==> src/design/imu_sfp_pkg.sv <==
// ----------------------------------------------------------------------------
// imu_sfp_pkg
// Shared types and constants for the IMU serial frame parser.
// ----------------------------------------------------------------------------
`default_nettype none

package imu_sfp_pkg;

   // default frame length in bytes (header .. checksum)
   localparam int FRAME_LEN_DEF = 11;

   // bytes 1..7 of a frame are kept: type code plus three axis words
   localparam int FB_DEPTH = 7;

   localparam logic [7:0] HDR_BYTE   = 8'h55;
   localparam logic [7:0] TYPE_ACCEL = 8'h51;
   localparam logic [7:0] TYPE_RATE  = 8'h52;
   localparam logic [7:0] TYPE_ANGLE = 8'h53;

   typedef enum logic [1:0] {
      ST_WAIT = 2'd0,
      ST_FAIL = 2'd1,
      ST_DONE = 2'd2
   } status_type;

   typedef enum logic [2:0] {
      KIND_NONE  = 3'd0,
      KIND_ACCEL = 3'd1,
      KIND_RATE  = 3'd2,
      KIND_ANGLE = 3'd3,
      KIND_OTHER = 3'd4
   } kind_type;

   // per-word outcome handed from the frame tracker to the result register
   typedef struct packed {
      status_type status;
      kind_type   kind;
   } evt_type;

   // x, y, z raw counts, x in element 0
   typedef logic [2:0][15:0] axes_type;

endpackage

`default_nettype wire

==> src/design/imu_sfp_frame.sv <==
// ----------------------------------------------------------------------------
// imu_sfp_frame
// Byte counter, frame byte store and latest-value sets of the frame parser.
// ----------------------------------------------------------------------------
`default_nettype none

module imu_sfp_frame #(
   parameter int FRAME_LEN = imu_sfp_pkg::FRAME_LEN_DEF
) (
   input  logic                  clock,
   input  logic                  reset,
   input  logic                  byte_en,
   input  logic [7:0]            rx_byte,
   output imu_sfp_pkg::evt_type  evt,
   output imu_sfp_pkg::axes_type accel,
   output imu_sfp_pkg::axes_type rate,
   output imu_sfp_pkg::axes_type angle
);

   localparam logic [4:0] LAST_COUNT = 5'(FRAME_LEN);

   logic [3:0]            count_ff, count_in;
   logic [4:0]            count_next;
   logic [7:0]            fb_ff [imu_sfp_pkg::FB_DEPTH];
   imu_sfp_pkg::axes_type accel_ff, accel_in;
   imu_sfp_pkg::axes_type rate_ff, rate_in;
   imu_sfp_pkg::axes_type angle_ff, angle_in;
   imu_sfp_pkg::axes_type frame_axes;
   logic                  hdr_bad;
   logic                  frame_end;
   logic                  fb_wr;

   always_comb begin
      count_next = {1'b0, count_ff} + 5'd1;
      hdr_bad    = (count_ff == 4'd0) && (rx_byte != imu_sfp_pkg::HDR_BYTE);
      frame_end  = !hdr_bad && (count_next >= LAST_COUNT);
      fb_wr      = !hdr_bad && (count_ff != 4'd0) &&
                   (count_ff <= 4'(imu_sfp_pkg::FB_DEPTH));

      // little endian: low byte first
      for (int k = 0; k < 3; k++) begin
         frame_axes[k] = {fb_ff[2 + 2 * k], fb_ff[1 + 2 * k]};
      end

      evt.status = imu_sfp_pkg::ST_WAIT;
      evt.kind   = imu_sfp_pkg::KIND_NONE;
      count_in   = count_next[3:0];
      accel_in   = accel_ff;
      rate_in    = rate_ff;
      angle_in   = angle_ff;

      if (hdr_bad) begin
         evt.status = imu_sfp_pkg::ST_FAIL;
         count_in   = 4'd0;
      end else if (frame_end) begin
         evt.status = imu_sfp_pkg::ST_DONE;
         count_in   = 4'd0;
         case (fb_ff[0])
            imu_sfp_pkg::TYPE_ACCEL: begin
               evt.kind = imu_sfp_pkg::KIND_ACCEL;
               accel_in = frame_axes;
            end
            imu_sfp_pkg::TYPE_RATE: begin
               evt.kind = imu_sfp_pkg::KIND_RATE;
               rate_in  = frame_axes;
            end
            imu_sfp_pkg::TYPE_ANGLE: begin
               evt.kind = imu_sfp_pkg::KIND_ANGLE;
               angle_in = frame_axes;
            end
            default: begin
               evt.kind = imu_sfp_pkg::KIND_OTHER;
            end
         endcase
      end
   end

   always_ff @(posedge clock) begin
      if (reset) begin
         count_ff <= 4'd0;
         accel_ff <= '0;
         rate_ff  <= '0;
         angle_ff <= '0;
      end else if (byte_en) begin
         count_ff <= count_in;
         accel_ff <= accel_in;
         rate_ff  <= rate_in;
         angle_ff <= angle_in;
      end
   end

   // frame byte n lands in entry n-1; no reset, always written before use
   always_ff @(posedge clock) begin
      if (byte_en && fb_wr) begin
         fb_ff[3'(count_ff - 4'd1)] <= rx_byte;
      end
   end

   assign accel = accel_ff;
   assign rate  = rate_ff;
   assign angle = angle_ff;

   // count never reaches the frame length
   a_count_range: assert property (@(posedge clock) disable iff (reset)
      ({1'b0, count_ff} < LAST_COUNT))
      else $error("byte count out of range");

   // a completed frame restarts at the header
   a_done_clears: assert property (@(posedge clock) disable iff (reset)
      (byte_en && evt.status == imu_sfp_pkg::ST_DONE) |=> (count_ff == 4'd0))
      else $error("count not cleared after frame end");

   a_accel_hold: assert property (@(posedge clock) disable iff (reset)
      !(byte_en && evt.kind == imu_sfp_pkg::KIND_ACCEL) |=> $stable(accel_ff))
      else $error("accel set changed without accel frame");

   a_rate_hold: assert property (@(posedge clock) disable iff (reset)
      !(byte_en && evt.kind == imu_sfp_pkg::KIND_RATE) |=> $stable(rate_ff))
      else $error("rate set changed without rate frame");

   a_angle_hold: assert property (@(posedge clock) disable iff (reset)
      !(byte_en && evt.kind == imu_sfp_pkg::KIND_ANGLE) |=> $stable(angle_ff))
      else $error("angle set changed without angle frame");

endmodule

`default_nettype wire

==> src/design/imu_serial_frame_parser.sv <==
// ----------------------------------------------------------------------------
// imu_serial_frame_parser
// Assembles FRAME_LEN-byte IMU frames from received serial bytes, one word
// per received byte. A frame opens with 0x55; any other opening byte is
// dropped with status 1. On the last byte, byte 1 picks the set that bytes
// 2..7 (three little-endian signed words x, y, z) replace: 0x51 accel,
// 0x52 angular rate, 0x53 angle; other codes end the frame with kind 4 and
// change nothing. Checksum and temperature are not checked. Each request
// word returns exactly one response word: status (0 in progress, 1 header
// dropped, 2 frame complete), frame kind and all nine latest values, already
// updated by a completing frame. All sets read zero after reset. Rate: one
// word per cycle unless responses stall; responses are registered. Requests
// are taken while the response register is empty or drained the same cycle.
// ----------------------------------------------------------------------------
`default_nettype none

module imu_serial_frame_parser #(
   parameter int FRAME_LEN = imu_sfp_pkg::FRAME_LEN_DEF   // 9 .. 16
) (
   input  logic               clock,
   input  logic               reset,
   // request channel: received bytes
   input  logic               req_valid,
   output logic               req_ready,
   input  logic [7:0]         req_rx_byte,
   // response channel
   output logic               rsp_valid,
   input  logic               rsp_ready,
   output logic [1:0]         rsp_status,
   output logic [2:0]         rsp_frame_kind,
   output logic signed [15:0] rsp_accel_x,
   output logic signed [15:0] rsp_accel_y,
   output logic signed [15:0] rsp_accel_z,
   output logic signed [15:0] rsp_rate_x,
   output logic signed [15:0] rsp_rate_y,
   output logic signed [15:0] rsp_rate_z,
   output logic signed [15:0] rsp_angle_x,
   output logic signed [15:0] rsp_angle_y,
   output logic signed [15:0] rsp_angle_z
);

   logic                  req_take;
   logic                  rsp_valid_ff, rsp_valid_in;
   imu_sfp_pkg::evt_type  evt_ff, evt_in;
   imu_sfp_pkg::axes_type accel;
   imu_sfp_pkg::axes_type rate;
   imu_sfp_pkg::axes_type angle;

   // response slot frees up in the same cycle it is drained
   assign req_ready = !rsp_valid_ff || rsp_ready;
   assign req_take  = req_valid && req_ready;

   // the latest-value sets only move on a taken word, so they double as the
   // payload half of the response register
   imu_sfp_frame #(
      .FRAME_LEN (FRAME_LEN)
   ) u_frame (
      .clock   (clock),
      .reset   (reset),
      .byte_en (req_take),
      .rx_byte (req_rx_byte),
      .evt     (evt_in),
      .accel   (accel),
      .rate    (rate),
      .angle   (angle)
   );

   always_comb begin
      rsp_valid_in = rsp_valid_ff;
      if (req_take) begin
         rsp_valid_in = 1'b1;
      end else if (rsp_ready) begin
         rsp_valid_in = 1'b0;
      end
   end

   always_ff @(posedge clock) begin
      if (reset) begin
         rsp_valid_ff <= 1'b0;
      end else begin
         rsp_valid_ff <= rsp_valid_in;
      end
   end

   // status / kind of the word in the response slot
   always_ff @(posedge clock) begin
      if (req_take) begin
         evt_ff <= evt_in;
      end
   end

   assign rsp_valid      = rsp_valid_ff;
   assign rsp_status     = evt_ff.status;
   assign rsp_frame_kind = evt_ff.kind;
   assign rsp_accel_x    = $signed(accel[0]);
   assign rsp_accel_y    = $signed(accel[1]);
   assign rsp_accel_z    = $signed(accel[2]);
   assign rsp_rate_x     = $signed(rate[0]);
   assign rsp_rate_y     = $signed(rate[1]);
   assign rsp_rate_z     = $signed(rate[2]);
   assign rsp_angle_x    = $signed(angle[0]);
   assign rsp_angle_y    = $signed(angle[1]);
   assign rsp_angle_z    = $signed(angle[2]);

endmodule

`default_nettype wire

==> config.mk <==
export PLATFORM = sky130hd
export DESIGN_NAME = imu_serial_frame_parser
export DESIGN_NICKNAME = d
export VERILOG_FILES = /design/src/design/imu_sfp_pkg.sv /design/src/design/imu_sfp_frame.sv /design/src/design/imu_serial_frame_parser.sv
export SDC_FILE = /design/constraint.sdc
export NUM_CORES = 1
export LEC_CHECK = 0
export BUFFER_PORTS_ARGS = -buffer_cell sky130_fd_sc_hd__clkbuf_2
export CAP_MARGIN = 20
export CORE_ASPECT_RATIO = 1.75
export CORE_MARGIN = 2
export CORE_UTILIZATION = 55
export DETAILED_ROUTE_END_ITERATION = 8
export PLACE_DENSITY_LB_ADDON = 0.1
export SETUP_SLACK_MARGIN = 0.2
export SYNTH_ARGS = -nofsm -noshare
export SYNTH_HDL_FRONTEND = slang
export SYNTH_SLANG_ARGS = --single-unit
==> constraint.sdc <==
create_clock -name clock -period 3.05 [get_ports clock]
set_input_delay 0.61 -clock clock [delete_from_list [all_inputs] [get_ports clock]]
set_output_delay 0.61 -clock clock [all_outputs]
set_load 0.05 [all_outputs]
==> results of run 1 <==
==> worst min path at each step <==
stage,start,end,slack (ns),cells past startpoint
2_1_floorplan,u_frame.count_ff[1]$_SDFFE_PP0P_,u_frame.count_ff[1]$_SDFFE_PP0P_,0.48,2
3_3_place_gp,u_frame.rate[21]$_SDFFE_PP0P_,u_frame.rate[21]$_SDFFE_PP0P_,0.46,2
3_5_place_dp,u_frame.rate[33]$_SDFFE_PP0P_,u_frame.rate[33]$_SDFFE_PP0P_,0.46,2
4_1_cts,req_valid,rsp_valid$_SDFFE_PP0P_,0.35,3
5_1_grt,req_valid,rsp_valid$_SDFFE_PP0P_,0.36,3
6_report,req_valid,rsp_valid$_SDFFE_PP0P_,0.36,3
==> routing by layer <==
layer  wire (um)  global-route usage [%]  vias to the layer above  share of wire, %
li1            -                       -                     2532                 -
met1        7150                    26.7                     2514                40
met2        9500                    40.6                      150                53
met3         853                    3.49                       33               4.7
met4         490                    8.38                        0               2.7
met5           0                       0                        -                 0
==> logic make-up after synthesis <==
family                   synth area share (%)
AND/OR/NAND/NOR                          18.4
flip-flops                               58.9
multiplexers                             17.6
buffers and inverters                    3.37
AO/OA/AOI/OAI                            1.07
adder cells (fa/ha/maj)                 0.460
XOR/XNOR                                0.107
==> layout make-up <==
class,count,area (um^2),share of cell area [%]
flip-flops and latches,210,4820,49.2
inverters,6,22.5,0.230
well taps,183,229,2.34
clock buffers,26,532,5.43
multi-input cells,396,3130,32.0
repair buffers,181,1010,10.3
clock inverters,7,57.6,0.588
==> synth_stat cells (all sizes together), types with 2 or more instances <==
master,instances
a21oi,5
and4bb,3
buf,19
clkbuf,23
dfxtp,149
edfxtp,61
ha,3
inv,6
mux2i,144
nand2,11
nand2b,194
nand3,3
nand3b,4
nand4b,2
nor2,7
nor4,4
or2,2
or4,3
==> power by group through the flow <==
stage	combinational, mW	sequential [mW]	clock [mW]
after floorplan	0.0835	2.95	0
after global placement	0.144	2.93	0
after detailed placement	0.147	2.93	0
after CTS	0.148	2.87	2.34
after global routing	0.157	2.87	2.45
final	0.147	2.87	2.29
==> flip-flops by register name (all words and copies together) (netlist names) <==
signal and count:
u_frame.accel 48, u_frame.fb_ff 56, rsp_valid 1, rsp_frame_kind 3
u_frame.count_ff 4, u_frame.rate 48, u_frame.angle 48, rsp_status 2
==> tightest hold or removal path, delay by kind of cell <==
kind | cells | cell delay (ns)
AOI/OAI and AO/OA | 1 | 0.06
buffers and inverters | 2 | 0.13
==> results.cfg, run 1 <==
[synth]
synth_cells = 654
syn_area_per_cell_um2 = 12.5
ys.flop_type = sky130_fd_sc_hd__dfxtp_1
yosys_warnings = 0
async_flop_share_pct = 0
distinct_cell_type_count_after_synthesis = 36
synth.top_cells.by_area = sky130_fd_sc_hd__dfxtp_1 37%, sky130_fd_sc_hd__edfxtp_1 22%, sky130_fd_sc_hd__mux2i_1 18%, sky130_fd_sc_hd__nand2b_1 15%, sky130_fd_sc_hd__buf_6 1.2%
synth-seq-cells = 210
synthDominantAreaCellType = sky130_fd_sc_hd__dfxtp_1
mappedNetlistArea_um2 = 8170
synth-edff-count = 61
synth_nets = 669
synth.yosys.seq_area_share_pct = 58.9
synth_largest_type_area_fraction_pct = 36.5

[timing]
timing.final.hold_violations = 0
fin_skew_ns = 0.0156
setup-violations-final = 0
whs_ns = 0.365
worst_pin_slew_ns = 0.785
fin_crit_sh_pct = 85.9
worst_slew_margin_rel_pct = 47.5
timing.final.max_slew_violations = 0
finalWorstSetupSlack_ns = 0.429
post-route-min-period_ns = 2.62
achievable-frequency_ghz = 0.381
fin_tns_setup_ns = 0
grt_setup_unrepaired = no

[route]
drt-wirelength-per-cell_um = 17.8
route.detailed.vias_per_inst = 5.18
detail-route-antenna-nets = 0
drt_iter0_drc = 214
post-route-drc-count = 0
via_count = 5229
dr_pass1_iterations = 4
totalWireLength_um = 18000

[clocking]
cts_buffers = 19
tritoncts = built
cts_sinks = 210
cts_root_buf = sky130_fd_sc_hd__clkbuf_16
clk_path_buf_depth = 3
cts-hold-fix-buffers = 0
cts-htree-levels = 1
worst_setup_hold_path_clk_slew_ns = 0.07
post_cts_repair_timing_setup_buffer_count = 0
post_cts_resized = 0
clock_latency_on_the_worst_skew_pair_ns = 0.48

[floorplan]
die-height_um = 165
rows = 59
floorplan.die_area_um2 = 15900
core_um2 = 14700
initial_utilization_pct = 55.6
dieWidth_um = 96.1
boundaryPins = 163

[global_routing]
grt_antenna_before_repair = 0
grt_start_max_net_pins = 93
grt_pass1_wl_um = 27800
first_global_vias = 5409
grt_overflow = 0
globalRouteTotalUtil_pct = 22.6

[setup_path]
r2r_slack_ns = 0.43
crit_path_cell_trace = inv_1, ha_1, a221o_2, o211ai_2, buf_4, or4_4, buf_12, mux2i_1
worstSetupStartpoint = u_frame.count_ff[0]$_SDFFE_PP0P_
critPathRequiredTime_ns = 3.40
crit-reg2reg-launch = u_frame.count_ff[0]$_SDFFE_PP0P_
endpoint_of_the_worst_setup_timing_path = u_frame.angle[3]$_SDFFE_PP0P_
critical_path_buf_inv_count = 3
crit_type = register to register
worstSetupEndpointType = register
reg_to_reg_endpoint = u_frame.angle[3]$_SDFFE_PP0P_
crit_path_top_delay_cell = sky130_fd_sc_hd__or4_4
cp-start-kind = register
critPathMaxFanout = 26
arrival_ns = 2.98
critical_path.max_stage_delay_ns = 0.56
rr_worst_depth = 8
worst_path_dominant_cell_family = simple AND/OR/NAND/NOR gates
cp_num_cells = 8

[power]
power_mw = 5.31
combinationalPowerShare_pct = 2.8
p_seq_share_pct = 54.1
p_sw_mw = 1.07
cell_internal_pwr_mw = 4.23
vdd.ir_drop.worst_mv = 0.551
power_frac_clock_pct = 43.1
pwr_density_cell_nw_per_um2 = 542
static-leakage-power_nw = 4.44
netSwitchingFraction_pct = 20.3

[cells_and_area]
insertedDiodeCount = 0
layout-drive-gt1-share_pct = 27.5
finalCoreUtilization_pct = 66.7
mostFrequentLayoutCells = 194 x sky130_fd_sc_hd__nand2b_1, 161 x sky130_fd_sc_hd__clkbuf_2, 148 x sky130_fd_sc_hd__dfxtp_1, 144 x sky130_fd_sc_hd__mux2i_1, 61 x sky130_fd_sc_hd__edfxtp_1
design.final.nets = 829
layout_commonest_cell = sky130_fd_sc_hd__nand2b_1
post-route-cell-area_um2 = 9790
finalNonFillerCells = 1009
syn_to_final_growth_pct = 19.9
number_of_filler_cells_placed_in_the_layout = 1167

[placement]
placed_cells_incl_taps = 976
dp_worst_setup_slack_ns = 0.307
globalplace.congestion = 0.790
portBuffers = 162
postPlaceCellArea_um2 = 9200
detailed_place_hpwl_um = 12400

[job]
drv.max_cap_violation_count = 0

[min_path]
hold_class = input port to register

[outcome]
status = completed
Note: power is estimated with default switching activity, not from simulation.
==> run 2, diff against run 1 <==
--- a/config.mk
+++ b/config.mk
@@ -8,10 +8,10 @@
 export BUFFER_PORTS_ARGS = -buffer_cell sky130_fd_sc_hd__clkbuf_2
 export CAP_MARGIN = 20
 export CORE_ASPECT_RATIO = 1.75
-export CORE_MARGIN = 2
+export CORE_MARGIN = 1
 export CORE_UTILIZATION = 55
 export DETAILED_ROUTE_END_ITERATION = 8
-export PLACE_DENSITY_LB_ADDON = 0.1
+export PLACE_DENSITY = 0.8
 export SETUP_SLACK_MARGIN = 0.2
 export SYNTH_ARGS = -nofsm -noshare
 export SYNTH_HDL_FRONTEND = slang
==> run 2 against run 1 <==
Net effect: maximum frequency fell by 3.7%; critical path depth fell by 1; clock skew barely moved; worst hold slack got worse by 0.0015 ns; first-iteration DRC count rose by 9.3%; flip-flop and latch count did not move; total power rose by 2.6%; utilization rose by 1.2 points; design area rose by 0.10%; register-to-register slack got worse by 0.10 ns; cell count fell by 0.69%; sequential share of layout area fell by 0.050 points; largest power group unchanged.
==> results.cfg, run 2 (synthesis gave the netlist of run 1 again) <==
[setup_path]
crit_path_cell_trace = inv_1, ha_2, a221o_2, o211ai_2, or4_2, buf_4, mux2i_1
worst_path_dominant_cell_family = simple AND/OR/NAND/NOR gates
crit_path_top_delay_cell = sky130_fd_sc_hd__or4_2
r2r_slack_ns = 0.33
cp-start-kind = register
worstSetupStartpoint = u_frame.count_ff[0]$_SDFFE_PP0P_
critical_path.max_stage_delay_ns = 0.72
worstSetupEndpointType = register
critical_path_buf_inv_count = 2
critPathRequiredTime_ns = 3.39
crit_type = register to register
cp_num_cells = 7
endpoint_of_the_worst_setup_timing_path = u_frame.accel[3]$_SDFFE_PP0P_
crit-reg2reg-launch = u_frame.count_ff[0]$_SDFFE_PP0P_
critPathMaxFanout = 20
arrival_ns = 3.07
rr_worst_depth = 7
reg_to_reg_endpoint = u_frame.accel[3]$_SDFFE_PP0P_

[timing]
worst_pin_slew_ns = 0.766
grt_setup_unrepaired = no
worst_slew_margin_rel_pct = 48.8
post-route-min-period_ns = 2.72
whs_ns = 0.363
fin_tns_setup_ns = 0
achievable-frequency_ghz = 0.367
timing.final.hold_violations = 0
setup-violations-final = 0
timing.final.max_slew_violations = 0
fin_skew_ns = 0.0160
fin_crit_sh_pct = 89.2

[power]
static-leakage-power_nw = 4.43
vdd.ir_drop.worst_mv = 0.494
power_mw = 5.44
pwr_density_cell_nw_per_um2 = 555

[clocking]
cts_sinks = 210
tritoncts = built
clk_path_buf_depth = 3
cts_root_buf = sky130_fd_sc_hd__clkbuf_16
worst_setup_hold_path_clk_slew_ns = 0.07
cts-hold-fix-buffers = 0
clock_latency_on_the_worst_skew_pair_ns = 0.48
cts-htree-levels = 1
cts_buffers = 19

[global_routing]
first_global_vias = 5439
grt_overflow = 0
grt_start_max_net_pins = 96
grt_pass1_wl_um = 28100
grt_antenna_before_repair = 0
globalRouteTotalUtil_pct = 23.7

[cells_and_area]
layout-drive-gt1-share_pct = 27.4
syn_to_final_growth_pct = 20.0
design.final.nets = 825
number_of_flip_flops_under_the_largest_register_name = 56
insertedDiodeCount = 0
mostFrequentLayoutCells = 194 x sky130_fd_sc_hd__nand2b_1, 161 x sky130_fd_sc_hd__clkbuf_2, 148 x sky130_fd_sc_hd__dfxtp_1, 144 x sky130_fd_sc_hd__mux2i_1, 61 x sky130_fd_sc_hd__edfxtp_1
layout_commonest_cell = sky130_fd_sc_hd__nand2b_1
top_register = u_frame.fb_ff

[placement]
globalplace.congestion = 0.866
detailed_place_hpwl_um = 12400
portBuffers = 162

[route]
via_count = 5320
detail-route-antenna-nets = 0
met3RoutedLength_um = 755
dr_pass1_iterations = 4
route.top_layer_used = met4
drt-wirelength-per-cell_um = 18.3
wl_met2_um = 10100
drt_iter0_drc = 234
route.detailed.vias_per_inst = 5.31
post-route-drc-count = 0
totalWireLength_um = 18300
m1WireLength_um = 6990

[min_path]
hold_class = input port to register

[floorplan]
core_um2 = 14400
floorplan.die_area_um2 = 15400
dieWidth_um = 94.1
die-height_um = 163
initial_utilization_pct = 56.6
rows = 58
boundaryPins = 163

[outcome]
status = completed

[job]
drv.max_cap_violation_count = 0
run 2: tightest hold or removal path: cells and delay by family:
| kind | cells | cell delay, ns |
|---|---|---|
| compound gates | 1 | 0.05 |
| buf+inv | 2 | 0.14 |
run 2: timing repair:
item / 4_1_cts / 5_1_grt
resized for setup: 1 / 1
endpoints found under the hold margin: 0 / 0
pin swaps: 0 / 0
setup endpoints to repair: 23 / 9
buffers inserted: 0 / 0
run 2: cell type report:
class / count / area, um^2
timing repair buffer: 177 / 976
tap: 180 / 225
fill: 1088 / 4640
sequential: 210 / 4820
clock inverter: 3 / 40.0
multi-input combinational: 396 / 3130
inverter: 6 / 22.5
clock buffer: 30 / 599
run 2: where the power goes:
part,internal (mW),total [mW],switching (mW)
Clock,1.43,2.43,0.994
Sequential,2.87,2.87,0.00200
Combinational,0.0561,0.144,0.0876
run 2: how the worst min path moves through the flow:
stage / from / to / slack [ns] / cells past startpoint
after floorplan: u_frame.count_ff[1]$_SDFFE_PP0P_ / u_frame.count_ff[1]$_SDFFE_PP0P_ / 0.48 / 2
after global placement: u_frame.rate[12]$_SDFFE_PP0P_ / u_frame.rate[12]$_SDFFE_PP0P_ / 0.46 / 2
after detailed placement: u_frame.accel[31]$_SDFFE_PP0P_ / u_frame.accel[31]$_SDFFE_PP0P_ / 0.46 / 2
after CTS: req_valid / rsp_valid$_SDFFE_PP0P_ / 0.36 / 3
after global routing: req_valid / rsp_valid$_SDFFE_PP0P_ / 0.37 / 3
final: req_valid / rsp_valid$_SDFFE_PP0P_ / 0.36 / 3
run 2: metal layers:
metal  GRT usage (%)  vias up
met5               0        -
met4            7.48        0
met2            45.7      174
met3            2.93       47
met1            26.2     2565
li1                -     2534
run 2: through the flow:
stage / setup WS, ns / util (%) / instance area (um^2) / instances
global placement: 0.420 / 63.4 / 9160 / 969
CTS: 0.309 / 67.9 / 9800 / 1002
detailed placement: 0.225 / 63.4 / 9160 / 969
finish: 0.328 / 67.9 / 9800 / 1002
floorplan: 0.237 / - / 8170 / 654
global route: 0.252 / 67.9 / 9800 / 1002
